`src/hdl/ppp_pkg.sv`:
```
// ----------------------------------------------------------------------------
// ppp_pkg
// Shared types and constants for the point/polytope penetration block.
// ----------------------------------------------------------------------------
package ppp_pkg;

	localparam int MaxFacesDef = 64;

	// distance pipeline stages from a face leaving the ring head to its distance being valid
	localparam int DistLat = 4;

	localparam int SumW = 51;
	localparam logic signed [SumW-1:0] RoundBias = 51'sd8192;

	localparam logic [1:0] ReqWrite    = 2'd0;
	localparam logic [1:0] ReqDepth    = 2'd1;
	localparam logic [1:0] ReqInMargin = 2'd2;
	localparam logic [1:0] ReqInZero   = 2'd3;

	localparam logic ReplyAck   = 1'b0;
	localparam logic ReplyQuery = 1'b1;

	localparam logic RegMargin = 1'b0;
	localparam logic RegCount  = 1'b1;

	localparam logic signed [31:0] MarginRst = 32'sd655;

	typedef enum logic {
		StIdle,
		StRun
	} state_t;

	typedef struct packed {
		logic signed [15:0] nx;
		logic signed [15:0] ny;
		logic signed [15:0] nz;
		logic signed [31:0] vx;
		logic signed [31:0] vy;
		logic signed [31:0] vz;
	} face_t;

	typedef struct packed {
		logic signed [31:0] x;
		logic signed [31:0] y;
		logic signed [31:0] z;
	} point_t;

	typedef struct packed {
		logic we;
		logic shift;
	} cell_ctrl_t;

endpackage

```
`src/hdl/ppp_dist.sv`:
```
// ----------------------------------------------------------------------------
// ppp_dist
// Signed face distance pipeline: dot(point - vertex, normal), rounded to
// Q16.16 and saturated to 32 bits.
// ----------------------------------------------------------------------------
module ppp_dist #(
	parameter int IdxW = 6
) (
	input  logic                clk,
	input  logic                arst_n,
	input  logic                in_valid,
	input  logic [IdxW-1:0]     in_tag,
	input  ppp_pkg::face_t      face,
	input  ppp_pkg::point_t     point,
	output logic                out_valid,
	output logic [IdxW-1:0]     out_tag,
	output logic signed [31:0]  distance
);
	import ppp_pkg::*;

	logic                   valid_s1, valid_s2, valid_s3, valid_s4;
	logic [IdxW-1:0]        tag_s1, tag_s2, tag_s3, tag_s4;
	logic signed [32:0]     dx_s1, dy_s1, dz_s1;
	logic signed [15:0]     nx_s1, ny_s1, nz_s1;
	logic signed [48:0]     px_s2, py_s2, pz_s2;
	logic signed [SumW-1:0] sum_s3;
	logic signed [31:0]     dist_s4;
	logic signed [36:0]     floor_q14;
	logic signed [31:0]     sat_dist;

	always_ff @(posedge clk or negedge arst_n) begin
		if (!arst_n) begin
			valid_s1 <= 1'b0;
			valid_s2 <= 1'b0;
			valid_s3 <= 1'b0;
			valid_s4 <= 1'b0;
		end else begin
			valid_s1 <= in_valid;
			valid_s2 <= valid_s1;
			valid_s3 <= valid_s2;
			valid_s4 <= valid_s3;
		end
	end

	// floor of (sum + 2^13) / 2^14 is an arithmetic shift of the biased sum
	assign floor_q14 = sum_s3[SumW-1:14];

	always_comb begin
		if (sum_s3[SumW-1:45] == {6{sum_s3[45]}}) begin
			sat_dist = floor_q14[31:0];
		end else if (sum_s3[SumW-1]) begin
			sat_dist = 32'sh8000_0000;
		end else begin
			sat_dist = 32'sh7FFF_FFFF;
		end
	end

	always_ff @(posedge clk) begin
		tag_s1 <= in_tag;
		dx_s1  <= 33'(point.x) - 33'(face.vx);
		dy_s1  <= 33'(point.y) - 33'(face.vy);
		dz_s1  <= 33'(point.z) - 33'(face.vz);
		nx_s1  <= face.nx;
		ny_s1  <= face.ny;
		nz_s1  <= face.nz;

		tag_s2 <= tag_s1;
		px_s2  <= 49'(dx_s1) * 49'(nx_s1);
		py_s2  <= 49'(dy_s1) * 49'(ny_s1);
		pz_s2  <= 49'(dz_s1) * 49'(nz_s1);

		tag_s3 <= tag_s2;
		sum_s3 <= SumW'(px_s2) + SumW'(py_s2) + SumW'(pz_s2) + RoundBias;

		tag_s4  <= tag_s3;
		dist_s4 <= sat_dist;
	end

	assign out_valid = valid_s4;
	assign out_tag   = tag_s4;
	assign distance  = dist_s4;

endmodule

```
`config.mk`:
```
export PLATFORM = sky130hd
export DESIGN_NAME = ppp_dist
export DESIGN_NICKNAME = d
export VERILOG_FILES = /design/src/hdl/ppp_pkg.sv /design/src/hdl/ppp_dist.sv
export SDC_FILE = /design/constraint.sdc
export NUM_CORES = 2
export LEC_CHECK = 0
export BUFFER_PORTS_ARGS = -buffer_cell sky130_fd_sc_hd__buf_2
export CAP_MARGIN = 20
export CORE_MARGIN = 10
export CORE_UTILIZATION = 59
export DETAILED_ROUTE_END_ITERATION = 16
export PLACE_DENSITY = 0.8
export SETUP_SLACK_MARGIN = 0.05
export SLEW_MARGIN = 40
export SYNTH_ARGS = -nofsm -noshare
export SYNTH_HDL_FRONTEND = slang
export SYNTH_SLANG_ARGS = --single-unit
export TNS_END_PERCENT = 1
```
`constraint.sdc`:
```
create_clock -name clk -period 5.81 [get_ports clk]
set_clock_uncertainty 0.15 [all_clocks]
set_input_delay 1.743 -clock clk [delete_from_list [all_inputs] [get_ports clk]]
set_output_delay 1.743 -clock clk [all_outputs]
set_load 0.01 [all_outputs]
```
==> out/metrics.cfg <==
[outcome]
status=finished with violations
violations=setup timing

[die]
ios=288
num_rows=128
dieWidth_um=369
die_h_um=369
initial_utilization_pct=59.2
coreArea_um2=122000
dieArea_um2=136000

[routing]
vias=56500
drt_iter0_markers=3336
dr.pass1.iters=6
viasPerCell=5.40
drt.antenna.violating_nets=0
drc=0
routed_wl_um=186000
wl_per_cell_um=17.7

[synthesis]
ys.flop_type=dfxtp_1
synthesis.area_um2=72000
ys_ff_latch=391
syn-num-nets=10200
yosysWarnings=0
yosysSeqAreaShare_pct=10.9
synth-compound-area-share_pct=7.70
async_reset_ff_share_pct=1.02
synthAdderAreaFrac_pct=52.5
synth_xor_area_share_pct=3.13
synth_mux_area_share_pct=0.0556
synthCells=7906
synth_simple_gate_area_share_pct=14.4
synth_area_per_cell_um2=9.11
ys_types=76
synth-edff-count=0
synth_top_family_by_area=adder cells

[clocking]
cts_buffers=47
cts_htree_levels=2
clock-sinks=391
clk_path_buf_depth=3
clock_latency_ns=0.66
clock-root-buffer=clkbuf_16
cts.reportedPaths.clkPinSlew_ns=0.07
tritoncts=yes

[global_route]
grt_pass1_vias=63100
antenna_found_initial=9
grt_max_degree=33
globalRoute.totalOverflow=0
grt_pass1_wl_um=310000
grt_usage_pct=27.7

[placed_design]
dp_hpwl_um=157000
place_inst=10300
portBuffers=287
place_ws_ns=-0.801
place_congestion=0.950

[layout]
instances_no_fill=10500
nNetsFinal=11100
drive_above_1_share_pct=17.1
syn2layout_area_growth_pct=17.6
fill_cells=8925

[run]
maxCapViolCount=0

[setup_path]
required_ns=6.20
end_kind=register
worstPathArrival_ns=6.77
cp_max_fo=5
timing_worst_setup_path_type=register to register
cp-start-kind=register

[sta]
setup_violations=70
worst_slack_ns=-0.571
worst_slew_pin_slew_ns=0.808
post-route-period-util_pct=110
rsz0062_at_grt=true
slew_headroom_pct=46.0
hold_viol=0
drv_slew=0
post-route-min-period_ns=6.38
fin_tns_setup_ns=-19.39
max_freq_mhz=157

[hold_path]
hold_class=register to register

## per-stage QoR
stage	area, um2	utilization [%]	hold WS [ns]
2_1_floorplan	72300	-	0.160
3_3_place_gp	81300	66.9	0.162
3_5_place_dp	81300	66.9	0.162
4_1_cts	84300	69.3	0.175
5_1_grt	84600	69.6	0.179
6_report	84600	69.6	0.174
## layout by cell type, fill, tap and decap left out, types with 36 or more instances in the layout
| master | instances |
|---|---|
| inv_1 | 1869 |
| buf_12 | 56 |
| nor2b_1 | 39 |
| a21o_1 | 170 |
| buf_2 | 288 |
| ha_1 | 514 |
| nor2_1 | 226 |
| dfxtp_1 | 316 |
| buf_4 | 760 |
| clkbuf_16 | 47 |
| dfxtp_2 | 50 |
| nand4_1 | 36 |
| nand2b_1 | 36 |
| o21a_1 | 40 |
| a21oi_1 | 208 |
| o21ai_0 | 105 |
| xnor2_1 | 176 |
| a21oi_2 | 39 |
| nand2_1 | 986 |
| and2_1 | 646 |
| nand3_1 | 43 |
| xor2_1 | 67 |
| fa_1 | 1518 |
## flip-flops by register name, indices dropped and copies added, names as in the netlist, 16 cells and up
| register | count |
|---|---|
| px_s2 | 49 |
| py_s2 | 49 |
| pz_s2 | 49 |
| sum_s3 | 37 |
| dx_s1 | 33 |
| dy_s1 | 33 |
| dz_s1 | 33 |
| distance | 32 |
| nx_s1 | 16 |
| ny_s1 | 16 |
| nz_s1 | 16 |
## cell families after synthesis
family,count (synthesis)
AO/OA/AOI/OAI,843
XOR/XNOR,257
adder cells (fa/ha/maj),2091
buffers and inverters,2168
flip-flops,391
multiplexers,4
AND/OR/NAND/NOR,2152
## metal layers
metal / share of wire (%) / track usage, %
met1: 37 / 32.7
met3: 6.0 / 3.78
met4: 5.6 / 13.8
met5: 0.014 / 0
met2: 51 / 49.3
## synth_stat cells (8+ instances only)
cell / instances / area share, %
o21ai_0: 125 / 0.87
dfxtp_1: 387 / 11
a31oi_1: 37 / 0.32
xor2_1: 73 / 0.89
fa_1: 1551 / 43
o21bai_1: 25 / 0.26
o21a_1: 40 / 0.42
xnor2_1: 184 / 2.2
a21boi_0: 8 / 0.083
ha_1: 540 / 9.4
a21o_1: 170 / 1.8
nor2b_1: 39 / 0.34
nand2b_1: 36 / 0.31
nand2_1: 988 / 5.2
a211o_1: 12 / 0.15
o31ai_1: 13 / 0.14
inv_1: 1873 / 9.8
o211ai_1: 20 / 0.21
nand4_1: 36 / 0.31
clkbuf_1: 291 / 1.5
a211oi_1: 28 / 0.29
or2_2: 9 / 0.078
a21oi_1: 246 / 1.7
a221oi_1: 12 / 0.15
nor3_1: 36 / 0.25
o31a_1: 9 / 0.11
nor4_1: 13 / 0.11
and2_1: 653 / 5.7
nand3_1: 46 / 0.32
a41oi_1: 9 / 0.11
or3_1: 15 / 0.13
nor2_1: 228 / 1.2
and3_1: 28 / 0.24
o21ai_1: 15 / 0.10
## layout make-up
type                       count  area [um2]  area share [%]
timing repair buffer        1140        8750            10.3
inverter                    1874        7040            8.31
antenna                        1        2.50         0.00296
sequential                   391        7990            9.44
multi-input combinational   5347       57100            67.5
tap                         1625        2030            2.40
clock buffer                  56        1280            1.51
clock inverter                32         417           0.492
## worst max-delay path: stages, from the launching register on
cell and delay (ns):
dfxtp_4 0.44, buf_12 0.13, buf_16 0.11, nand2_2 0.06, fa_1 0.49, fa_1 0.50
fa_1 0.51, inv_2 0.04, fa_1 0.50, fa_1 0.53, inv_1 0.06, fa_1 0.50
inv_2 0.05, ha_4 0.27, nand4_1 0.13, a211oi_2 0.30, o21ai_4 0.11, a21oi_2 0.18
o211ai_1 0.12, buf_4 0.16, a311oi_2 0.23, buf_4 0.17, a41o_1 0.21, buf_6 0.12
a211oi_4 0.04, xnor2_1 0.12
## path summary, 6_finish.rpt
check	from	end	slack (ns)	depth (start not counted)
worst max-delay path	ny_s1[2]	py_s2[44]	-0.57	25
worst min-delay path	tag_s3[4]	out_tag[4]	0.17	0
worst max register to register	ny_s1[2]	py_s2[44]	-0.57	25
worst min register to register	tag_s3[4]	out_tag[4]	0.17	0
max in group asynchronous	arst_n	valid_s1	4.67	1
min in group asynchronous	arst_n	valid_s2	0.72	1
## timing repair
item                       4_1_cts  5_1_grt
setup buffers                   21        3
pin swaps                      129       45
setup endpoints to repair       92       94
hold buffers                     0        0
gates resized for setup        268       76
gates cloned                     5        0
Power is not shown: default switching activity piles up to over one toggle a cycle in this logic, so the estimate is an artifact.
