**src/hdl/ppp_pkg.sv**
```systemverilog
// ----------------------------------------------------------------------------
// ppp_pkg
// Shared types and constants for the point/polytope penetration block.
// ----------------------------------------------------------------------------
package ppp_pkg;

	localparam int MaxFacesDef = 64;

	// distance pipeline stages from a face leaving the ring head to its distance being valid
	localparam int DistLat = 4;

	localparam int SumW = 51;
	localparam logic signed [SumW-1:0] RoundBias = 51'sd8192;

	localparam logic [1:0] ReqWrite    = 2'd0;
	localparam logic [1:0] ReqDepth    = 2'd1;
	localparam logic [1:0] ReqInMargin = 2'd2;
	localparam logic [1:0] ReqInZero   = 2'd3;

	localparam logic ReplyAck   = 1'b0;
	localparam logic ReplyQuery = 1'b1;

	localparam logic RegMargin = 1'b0;
	localparam logic RegCount  = 1'b1;

	localparam logic signed [31:0] MarginRst = 32'sd655;

	typedef enum logic {
		StIdle,
		StRun
	} state_t;

	typedef struct packed {
		logic signed [15:0] nx;
		logic signed [15:0] ny;
		logic signed [15:0] nz;
		logic signed [31:0] vx;
		logic signed [31:0] vy;
		logic signed [31:0] vz;
	} face_t;

	typedef struct packed {
		logic signed [31:0] x;
		logic signed [31:0] y;
		logic signed [31:0] z;
	} point_t;

	typedef struct packed {
		logic we;
		logic shift;
	} cell_ctrl_t;

endpackage

```
**src/hdl/ppp_cell.sv**
```systemverilog
// ----------------------------------------------------------------------------
// ppp_cell
// One face slot of the face ring: loads on a face write, takes its
// neighbor's face on a shift.
// ----------------------------------------------------------------------------
module ppp_cell (
	input  logic               clk,
	input  ppp_pkg::cell_ctrl_t ctrl,
	input  ppp_pkg::face_t     wdata,
	input  ppp_pkg::face_t     nbr,
	output ppp_pkg::face_t     face
);
	import ppp_pkg::*;

	face_t face_q;

	always_ff @(posedge clk) begin
		if (ctrl.we) begin
			face_q <= wdata;
		end else if (ctrl.shift) begin
			face_q <= nbr;
		end
	end

	assign face = face_q;

endmodule

```
**config.mk**
```make
export PLATFORM = sky130hd
export DESIGN_NAME = ppp_cell
export DESIGN_NICKNAME = d
export VERILOG_FILES = /design/src/hdl/ppp_pkg.sv /design/src/hdl/ppp_cell.sv
export SDC_FILE = /design/constraint.sdc
export NUM_CORES = 1
export LEC_CHECK = 0
export BUFFER_PORTS_ARGS = -buffer_cell sky130_fd_sc_hd__buf_2
export CAP_MARGIN = 20
export CELL_PAD_IN_SITES_DETAIL_PLACEMENT = 1
export CELL_PAD_IN_SITES_GLOBAL_PLACEMENT = 2
export CORE_AREA = 2 2 168 170
export CTS_CLUSTER_DIAMETER = 40
export CTS_CLUSTER_SIZE = 20
export DETAILED_ROUTE_END_ITERATION = 10
export DIE_AREA = 0 0 170 172
export PLACE_DENSITY = 0.76
export SETUP_SLACK_MARGIN = 0.05
export SLEW_MARGIN = 20
export SYNTH_ARGS = -nofsm -noshare
export SYNTH_HDL_FRONTEND = slang
export SYNTH_SLANG_ARGS = --single-unit
```
**constraint.sdc**
```tcl
create_clock -name clk -period 7.7 [get_ports clk]
set_clock_uncertainty 0.05 [all_clocks]
set_input_delay 1.925 -clock clk [delete_from_list [all_inputs] [get_ports clk]]
set_output_delay 1.925 -clock clk [all_outputs]
set_load 0.05 [all_outputs]
```
==> results of run 1 <==
cells in the mapped netlist, drive strengths merged:
cell type	number	area (um^2)
edfxtp	144	4320
mux2	144	1810
buf	16	124
or2	1	6.26
worst max-delay path, cell delays in order:
cell and delay, ns:
buf_6 0.50, buf_4 0.76, mux2_2 0.42
power groups by stage:
| stage | Combinational (W) | Clock (W) | Sequential, W |
|---|---|---|---|
| after floorplan | 0.000102 | 0 | 0.00132 |
| after global placement | 0.000588 | 0 | 0.00100 |
| after detailed placement | 0.000593 | 0 | 0.00100 |
| after CTS | 0.000593 | 0.000854 | 0.000987 |
| after global routing | 0.000613 | 0.000882 | 0.000994 |
| final | 0.000585 | 0.000823 | 0.000985 |
per-layer routing:
| metal | wire [um] | GRT usage [%] |
|---|---|---|
| met2 | 9690 | 22.1 |
| met4 | 202 | 4.16 |
| met1 | 7140 | 13.6 |
| met5 | 0 | 0 |
| met3 | 1960 | 5.04 |
path summary, 6_finish.rpt:
check / from / end / slack (ns) / cells past startpoint
setup / recovery: ctrl[1] / face[17] / 4.16 / 3
hold / removal: nbr[97] / face[97] / 1.75 / 2
cell type report:
type | count | area share (%)
flip-flops and latches | 144 | 46.2
repair buffers | 438 | 23.6
multi-input cells | 145 | 19.4
well taps | 346 | 4.63
clock buffers | 18 | 4.59
clock inverters | 14 | 1.53
cell families (layout without fill, tap and decap cells):
family	after synthesis	after routing	synth area share (%)
buf+inv	16	470	1.98
flops	144	144	69.1
mux	144	144	28.8
simple gates	1	1	0.100
through the flow:
step / util (%) / hold WS, ns / power [W]
after floorplan: - / 2.09 / 0.00142
after global placement: 32.0 / 2.18 / 0.00159
after detailed placement: 32.0 / 2.18 / 0.00160
after CTS: 34.0 / 1.72 / 0.00243
after global routing: 34.0 / 1.72 / 0.00249
final: 34.0 / 1.75 / 0.00239
==> summary.txt, run 1 <==
Status
  – Outcome: completed

CTS
  – Clk slew on worst S/H paths: 0.07 ns
  – Sink Count: 144
  – CTS Buf Count: 17
  – Post-CTS Setup Repair Bufs: 0
  – CTS H-Tree Depth: 4
  – CTS resizes: 0
  – Cts hold-fix bufs: 0
  – Clock Tree Buf Depth: 2
  – CTS tree: yes
  – CTS root buf: clkbuf_16

Finish
  – # nets final: 1037
  – Fraction of layout instances using a drive strength above 1: 80.8%
  – Commonest non-fill, non-tap cell in the layout: buf_2
  – Number of flip-flops in the largest register: 144
  – Design area: 0.00935 mm^2
  – # fillers: 3049
  – Most frequent cells in the layout: buf_2, edfxtp_1, mux2_2
  – Fin cells: 1105
  – Diode count: 0
  – Area growth, synth to finish: 49.4%
  – Multi-input gate area: 0.00181 mm^2
  – Register Area: 0.00432 mm^2

Place
  – DP HPWL: 14700 um
  – Placed Cells: 1073
  – RD Place Congestion: 0.732
  – I/O Buffers: 434
  – Area after DPL: 0.00878 mm^2
  – Pre-CTS WS: 3.65 ns

Logic synthesis
  – Syn nets: 596
  – Mapped Cells: 305
  – Post-synth cell types: 6
  – YS warnings: 0
  – Synth Register Bits: 144
  – Sequential area share after synthesis: 69.1%
  – Post-Syn Area: 0.00626 mm^2
  – Post-synthesis average cell area: 20.5 um^2

Power and ir drop
  – Maximum vdd drop: 0.114 mV
  – Static leakage: 4.24 nW
  – Int Pwr: 0.00161 W
  – Power share of the sequential group: 41.2%
  – Comb pwr share: 24.5%
  – Switching Fraction: 32.6%
  – Switching pwr: 0.000780 W
  – PwrDens: 256 mW/mm^2
  – Clock power share: 34.4%

Floorplan
  – Die Ht: 172 um
  – Full die area: 0.0292 mm^2
  – Num rows: 61
  – Initial core utilization: 22.8%
  – Die Wd: 170 um
  – # IOs: 435
  – Core area: 0.0275 mm^2

STA
  – Slew Viols, Final: 0
  – Fmax: 0.283 GHz
  – Fin crit period: 3.54 ns
  – Slew @ Worst Pin: 0.965 ns
  – Relative slew slack: 35.6%
  – Post-route setup TNS: 0 ns
  – Final setup margin: 4.16 ns
  – # setup viols final: 0
  – Hold Vio Cnt, Final: 0
  – RSZ-0062 raised after global routing: false
  – Crit share post-route: 45.9%

Routing
  – Iteration-0 DRC Markers: 166
  – Via Count: 4416
  – Routed wire length: 19000 um
  – Final ANT Viol Nets: 0
  – DR DRC count: 0
  – Wire length per cell: 17.2 um
  – Via density: 4.00
  – Initial DRT Pass Iterations: 4

Min path
  – Hold Crit Class: in -> reg

Global route
  – Total track usage: 12.5%
  – Number of global-route vias before repair: 4639
  – Initial antenna violation count: 0
  – Overflow left after global routing: 0
  – First-pass GRT wire length: 26900 um
  – Largest net degree at the start of global routing: 73

Critical path
  – Crit path capture type: flop
  – Worst setup SP type: input pin
  – Setup CP Type: in -> reg
  – CP Max Fanout: 61
  – CP required: 7.82 ns
  – Arr. time, crit path: 3.66 ns

Flow run
  – Max capacitance violation total: 0
(Power assumes the default switching activity.)
==> run 2, diff against run 1 <==
--- a/config.mk
+++ b/config.mk
@@ -14,7 +14,7 @@
 export CTS_CLUSTER_SIZE = 20
 export DETAILED_ROUTE_END_ITERATION = 10
 export DIE_AREA = 0 0 170 172
-export PLACE_DENSITY = 0.76
+export PLACE_DENSITY = 0.79
 export SETUP_SLACK_MARGIN = 0.05
 export SLEW_MARGIN = 20
 export SYNTH_ARGS = -nofsm -noshare
==> constraint.sdc (replaced) <==
create_clock -name clk -period 2.84 [get_ports clk]
set_clock_uncertainty 0.05 [all_clocks]
set_input_delay 0.71 -clock clk [delete_from_list [all_inputs] [get_ports clk]]
set_output_delay 0.71 -clock clk [all_outputs]
set_load 0.05 [all_outputs]
==> summary.txt, run 2 (synthesis gave the netlist of run 1 again) <==
Critical path
  – CP Max Fanout: 1 (was 61)
  – Buffers and inverters on the worst path: 1 (was 2)
  – Setup CP Type: reg -> out (was in -> reg)
  – Crit path capture type: output port (was flop)
  – Arr. time, crit path: 1.06 ns (was 3.66 ns)
  – CP required: 2.08 ns (was 7.82 ns)
  – Worst setup SP type: flop (was input pin)
  – Slowest stage delay, CP: 0.41 ns (was 0.76 ns)
  – CP max-delay cell: edfxtp_1 (was buf_4)
  – Crit path max-delay family: flip-flops (was buffers and inverters)
  – Critical path cell sequence: buf_2 (was buf_6, buf_4, mux2_2)

Routing
  – Uppermost routed layer: met4 (unchanged)
  – Via Count: 4535 (was 4416)
  – Initial DRT Pass Iterations: 4 (unchanged)
  – DR DRC count: 0 (unchanged)
  – Routed met2 length: 10200 um (was 9690 um)
  – Metal-1 WL: 8020 um (was 7140 um)
  – Via density: 4.07 (was 4.00)
  – Final ANT Viol Nets: 0 (unchanged)
  – Iteration-0 DRC Markers: 159 (was 166)
  – Routed wire length: 20500 um (was 19000 um)
  – Wire length per cell: 18.4 um (was 17.2 um)
  – Metal3 WL: 2080 um (was 1960 um)

Global route
  – Overflow left after global routing: 0 (unchanged)
  – Initial antenna violation count: 1 (was 0)
  – Total track usage: 13.4% (was 12.5%)
  – Largest net degree at the start of global routing: 62 (was 73)
  – First-pass GRT wire length: 28600 um (was 26900 um)
  – Number of global-route vias before repair: 4775 (was 4639)

Finish
  – Fraction of layout instances using a drive strength above 1: 80.9% (was 80.8%)
  – Fin cells: 1114 (was 1105)
  – Area growth, synth to finish: 51.6% (was 49.4%)
  – Design area: 0.00949 mm^2 (was 0.00935 mm^2)
  – Diode count: 0 (unchanged)
  – # nets final: 1046 (was 1037)
  – Number of flip-flops in the largest register: 144 (unchanged)
  – Most frequent cells in the layout: buf_2, edfxtp_1, mux2_2 (unchanged)
  – Commonest non-fill, non-tap cell in the layout: buf_2 (unchanged)
  – Layout Utilization: 34.5% (was 34.0%)

Place
  – I/O Buffers: 434 (unchanged)
  – RD Place Congestion: 0.770 (was 0.732)
  – Placed Cells: 1082 (was 1073)
  – Area after DPL: 0.00892 mm^2 (was 0.00878 mm^2)
  – DP HPWL: 16600 um (was 14700 um)

Power and ir drop
  – Power share of the sequential group: 41.0% (was 41.2%)
  – Int Pwr: 0.00439 W (was 0.00161 W)
  – Static leakage: 4.32 nW (was 4.24 nW)
  – Clock power share: 34.1% (was 34.4%)
  – Maximum vdd drop: 0.287 mV (was 0.114 mV)
  – Switching pwr: 0.00211 W (was 0.000780 W)
  – Total power: 0.00650 W (was 0.00239 W)
  – Comb pwr share: 24.9% (was 24.5%)
  – PwrDens: 685 mW/mm^2 (was 256 mW/mm^2)
  – Switching Fraction: 32.5% (was 32.6%)

STA
  – RSZ-0062 raised after global routing: false (unchanged)
  – Fmax: 0.549 GHz
  – Slew Viols, Final: 0 (unchanged)
  – Crit share post-route: 64.2%
  – Post-route setup TNS: 0 ns (unchanged)
  – Relative slew slack: 74.8% (was 35.6%)
  – Hold Vio Cnt, Final: 0 (unchanged)
  – Slew @ Worst Pin: 0.378 ns (was 0.965 ns)
  – Fin crit period: 1.82 ns
  – # setup viols final: 0 (unchanged)

CTS
  – CTS tree: yes (unchanged)
  – CTS resizes: 0 (unchanged)
  – Clock Tree Buf Depth: 2 (unchanged)
  – CTS Buf Count: 17 (unchanged)
  – CTS root buf: clkbuf_16 (unchanged)
  – Sink Count: 144 (unchanged)
  – Post-CTS Setup Repair Bufs: 0 (unchanged)
  – CTS H-Tree Depth: 4 (unchanged)
  – Cts hold-fix bufs: 0 (unchanged)
  – Clk slew on worst S/H paths: 0.06 ns (was 0.07 ns)

Min path
  – Hold Crit Class: in -> reg (unchanged)

Floorplan
  – Initial core utilization: 22.8% (unchanged)
  – Die Ht: 172 um (unchanged)
  – # IOs: 435 (unchanged)
  – Core area: 0.0275 mm^2 (unchanged)
  – Full die area: 0.0292 mm^2 (unchanged)
  – Num rows: 61 (unchanged)
  – Die Wd: 170 um (unchanged)

Status
  – Outcome: completed (unchanged)

Flow run
  – Max capacitance violation total: 0 (unchanged)
run 2: changes by cell type in the layout (fill, tap and decap cells not counted):
cell and change:
buf_12 +6, buf_4 +3, clkinvlp_4 -2, clkinv_1 +1, inv_6 +1
run 2: through the flow:
| stage | worst slack, ns | hold slack [ns] |
|---|---|---|
| 2_1_floorplan | 0.162 | 0.877 |
| 3_3_place_gp | 0.702 | 0.960 |
| 3_5_place_dp | 0.681 | 0.964 |
| 4_1_cts | 0.953 | 0.513 |
| 5_1_grt | 0.937 | 0.513 |
| 6_report | 1.02 | 0.544 |
run 2: final cells by class:
cell class,instances,area [um^2]
Multi-Input combinational cell,145,1810
Timing Repair Buffer,447,2350
Fill cell,3007,18000
Sequential cell,144,4320
Tap cell,346,433
Clock buffer,18,429
Clock inverter,14,140
run 2: worst paths after layout:
kind,cells past startpoint,endpoint,slack (ns),from
setup / recovery,1,face[126],1.02,face[126]
hold / removal,2,face[126],0.54,wdata[126]
run 2: layer usage:
layer	GRT usage (%)	up-vias
li1	-	2108
met1	15.3	2160
met2	23.5	259
met3	5.47	8
met4	3.01	0
met5	0	-
run 2: power by group through the flow:
| stage | combinational, W | sequential (W) | clock [W] |
|---|---|---|---|
| 3_3_place_gp | 0.00162 | 0.00271 | 0 |
| 6_report | 0.00162 | 0.00267 | 0.00222 |
| 3_5_place_dp | 0.00163 | 0.00272 | 0 |
| 4_1_cts | 0.00164 | 0.00267 | 0.00229 |
| 5_1_grt | 0.00169 | 0.00269 | 0.00238 |
| 2_1_floorplan | 0.000278 | 0.00356 | 0 |
==> run 3, diff against run 2 <==
--- a/config.mk
+++ b/config.mk
@@ -5,16 +5,18 @@
 export SDC_FILE = /design/constraint.sdc
 export NUM_CORES = 1
 export LEC_CHECK = 0
+export ABC_AREA = 1
 export BUFFER_PORTS_ARGS = -buffer_cell sky130_fd_sc_hd__buf_2
 export CAP_MARGIN = 20
 export CELL_PAD_IN_SITES_DETAIL_PLACEMENT = 1
 export CELL_PAD_IN_SITES_GLOBAL_PLACEMENT = 2
-export CORE_AREA = 2 2 168 170
+export CORE_ASPECT_RATIO = 1.4
+export CORE_MARGIN = 1
+export CORE_UTILIZATION = 20
 export CTS_CLUSTER_DIAMETER = 40
 export CTS_CLUSTER_SIZE = 20
 export DETAILED_ROUTE_END_ITERATION = 10
-export DIE_AREA = 0 0 170 172
-export PLACE_DENSITY = 0.79
+export PLACE_DENSITY = 0.81
 export SETUP_SLACK_MARGIN = 0.05
 export SLEW_MARGIN = 20
 export SYNTH_ARGS = -nofsm -noshare
==> constraint.sdc (replaced) <==
create_clock -name clk -period 1.6 [get_ports clk]
set_clock_uncertainty 0.05 [all_clocks]
set_input_delay 0.4 -clock clk [delete_from_list [all_inputs] [get_ports clk]]
set_output_delay 0.4 -clock clk [all_outputs]
set_load 0.05 [all_outputs]
==> summary.txt, run 3 <==
CTS
  – Clk slew on worst S/H paths: 0.06 ns (about the same)
  – CTS H-Tree Depth: 4 (unchanged)
  – CTS Buf Count: 17 (unchanged)
  – Post-CTS Setup Repair Bufs: 0 (unchanged)
  – Cts hold-fix bufs: 0 (unchanged)
  – Sink Count: 144 (unchanged)
  – Clock Tree Buf Depth: 2 (unchanged)
  – CTS root buf: clkbuf_16 (unchanged)
  – CTS tree: yes (unchanged)

Critical path
  – CP max-delay cell: edfxtp_1 (unchanged)
  – Crit path depth: 1 (unchanged)
  – Slowest stage delay, CP: 0.47 ns (was 0.41 ns)
  – Worst setup SP type: flop (unchanged)
  – Critical path cell sequence: buf_6 (was buf_2)
  – CP required: 1.15 ns (was 2.08 ns)
  – Setup CP Type: reg -> out (unchanged)
  – CP Max Fanout: 1 (unchanged)
  – Setup crit start: face[0] (was face[126])
  – Crit path capture type: output port (unchanged)
  – Arr. time, crit path: 1.09 ns (was 1.06 ns)
  – Worst setup endpoint: face[0] (was face[126])
  – Crit path max-delay family: flip-flops (unchanged)
  – Buffers and inverters on the worst path: 1 (unchanged)

STA
  – Relative slew slack: 78.1% (was 74.8%)
  – RSZ-0062 raised after global routing: true (was false)
  – Slew @ Worst Pin: 0.329 ns (was 0.378 ns)
  – # setup viols final: 0 (unchanged)
  – Crit share post-route: 96.5%
  – Slew Viols, Final: 0 (unchanged)
  – Fmax: 0.647 GHz
  – Hold Vio Cnt, Final: 0 (unchanged)
  – Final hold slack: 0.179 ns (was 0.544 ns)
  – Fin crit period: 1.54 ns

Place
  – DP HPWL: 17700 um (was 16600 um)
  – I/O Buffers: 434 (unchanged)
  – Area after DPL: 0.00883 mm^2 (was 0.00892 mm^2)
  – RD Place Congestion: 0.799 (was 0.770)
  – Placed Cells: 1414 (was 1082)

Logic synthesis
  – Most common cell in the netlist: nand2_1 (was edfxtp_1)
  – Commonest cells post-synth: nand2_1, edfxtp_1, buf_2, clkbuf_1, buf_4 (was edfxtp_1, mux2_2, mux2_4, buf_2, buf_6)
  – Post-synth cell types: 8 (was 6)
  – Top cells by area, synth: edfxtp_1, nand2_1, buf_2 (was edfxtp_1, mux2_2, mux2_4)
  – Syn nets: 900 (was 596)
  – Post-synthesis average cell area: 10.1 um^2 (was 20.5 um^2)
  – Mapped Cells: 609 (was 305)
  – Post-Syn Area: 0.00612 mm^2 (was 0.00626 mm^2)
  – Post-synth top area share: 70.6% (was 69.1%)
  – Number of enable flip-flop cells after synthesis: 144 (unchanged)
  – Main synth FF type: edfxtp_1 (unchanged)
  – Synth Register Bits: 144 (unchanged)
  – Top cell type by total area after synthesis: edfxtp_1 (unchanged)
  – Post-synth ARST share: 0% (unchanged)
  – YS warnings: 0 (unchanged)
  – Sequential area share after synthesis: 70.6% (was 69.1%)

Routing
  – Via density: 3.99 (was 4.07)
  – DR DRC count: 0 (unchanged)
  – Final ANT Viol Nets: 0 (unchanged)
  – Routed wire length: 22500 um (was 20500 um)
  – Initial DRT Pass Iterations: 4 (unchanged)
  – Via Count: 5773 (was 4535)
  – Iteration-0 DRC Markers: 130 (was 159)
  – Wire length per cell: 15.5 um (was 18.4 um)

Global route
  – Overflow left after global routing: 0 (unchanged)
  – First-pass GRT wire length: 32700 um (was 28600 um)
  – Initial antenna violation count: 5 (was 1)
  – Number of global-route vias before repair: 6006 (was 4775)
  – Total track usage: 14.3% (was 13.4%)
  – Largest net degree at the start of global routing: 71 (was 62)

Min path
  – Min-delay src: nbr[93] (was wdata[126])
  – Hold Crit Class: in -> reg (unchanged)

Finish
  – Commonest non-fill, non-tap cell in the layout: nand2_1 (was buf_2)
  – Design area: 0.00948 mm^2 (was 0.00949 mm^2)
  – Number of flip-flops in the largest register: 144 (unchanged)
  – Fraction of layout instances using a drive strength above 1: 45.4% (was 80.9%)
  – # fillers: 3638 (was 3007)
  – Fin cells: 1447 (was 1114)
  – # nets final: 1339 (was 1046)
  – Most frequent cells in the layout: nand2_1, buf_2, edfxtp_1 (was buf_2, edfxtp_1, mux2_2)
  – Area growth, synth to finish: 54.8% (was 51.6%)

Power and ir drop
  – Static leakage: 4.90 nW (was 4.32 nW)
  – Maximum vdd drop: 0.707 mV (was 0.287 mV)
  – PwrDens: 1220 mW/mm^2 (was 685 mW/mm^2)
  – Total power: 0.0116 W (was 0.00650 W)

Floorplan
  – Full die area: 0.0313 mm^2 (was 0.0292 mm^2)
  – # IOs: 435 (unchanged)
  – Initial core utilization: 20.4% (was 22.8%)
  – Die Wd: 150 um (was 170 um)
  – Die Ht: 209 um (was 172 um)
  – Num rows: 75 (was 61)
  – Core area: 0.0300 mm^2 (was 0.0275 mm^2)

Flow run
  – Max capacitance violation total: 0 (unchanged)

Status
  – Outcome: completed (unchanged)
-- run 3: changes by cell type after synthesis --
cell | previous run | this run
or2_1 | 1 | 0
buf_4 | 0 | 7
or2_2 | 0 | 1
nand2_1 | 0 | 432
inv_2 | 0 | 1
buf_2 | 9 | 15
mux2_4 | 49 | 0
buf_6 | 7 | 1
mux2_2 | 95 | 0
clkbuf_1 | 0 | 8
-- run 3: cells by family (layout without fill, tap and decap cells) --
group,Yosys count,after routing,synth area share (%)
other,0,2,0
and+or+nand+nor,433,433,26.6
DFF,144,144,70.6
buffers and inverters,32,483,2.82
-- run 3: layout make-up --
cell class,count,area (um^2),area share [%]
timing repair buffer,451,2460,25.9
clock inverter,12,143,1.50
tap,385,482,5.08
inverter,1,6.26,0.0660
clock buffer,19,433,4.57
multi-input combinational,433,1630,17.2
sequential,144,4320,45.6
antenna,2,5.00,0.0528
-- run 3: how the worst min path moves through the flow --
stage	to	slack (ns)	depth (start not counted)
5_1_grt	face[54]	0.15	3
4_1_cts	face[95]	0.15	3
3_5_place_dp	face[93]	0.62	3
3_3_place_gp	face[112]	0.61	3
2_1_floorplan	face[0]	0.53	2
6_report	face[93]	0.18	3
-- run 3: power by group --
group	switching, W	internal (W)	total (W)
clock network	0.00156	0.00242	0.00398
registers	0.000120	0.00464	0.00476
logic	0.00212	0.000732	0.00285
total	0.00380	0.00779	0.0116
-- run 3: per-stage QoR --
| step | TNS (ns) | util [%] | setup slack, ns |
|---|---|---|---|
| CTS | -0.00536 | 31.5 | -0.00536 |
| floorplan | -79.89 | - | -0.555 |
| global placement | 0 | 29.4 | 0.0461 |
| global route | 0 | 31.6 | 0.0131 |
| finish | 0 | 31.6 | 0.0553 |
| detailed placement | 0 | 29.4 | 0.0383 |
-- run 3: layer usage --
metal  share of wire [%]  up-vias  global-route usage (%)
li1                    -     2839                       -
met1                  34     2624                    13.5
met2                  53      274                    26.6
met3                 9.9       32                    5.59
met4                 2.5        4                    6.34
met5                0.12        -                       0
-- run 3: repair_timing --
action                                  4_1_cts  5_1_grt
endpoints found under the setup margin       10       13
pin swaps                                     0        0
resized for setup                            16       16
cloned                                        0        0
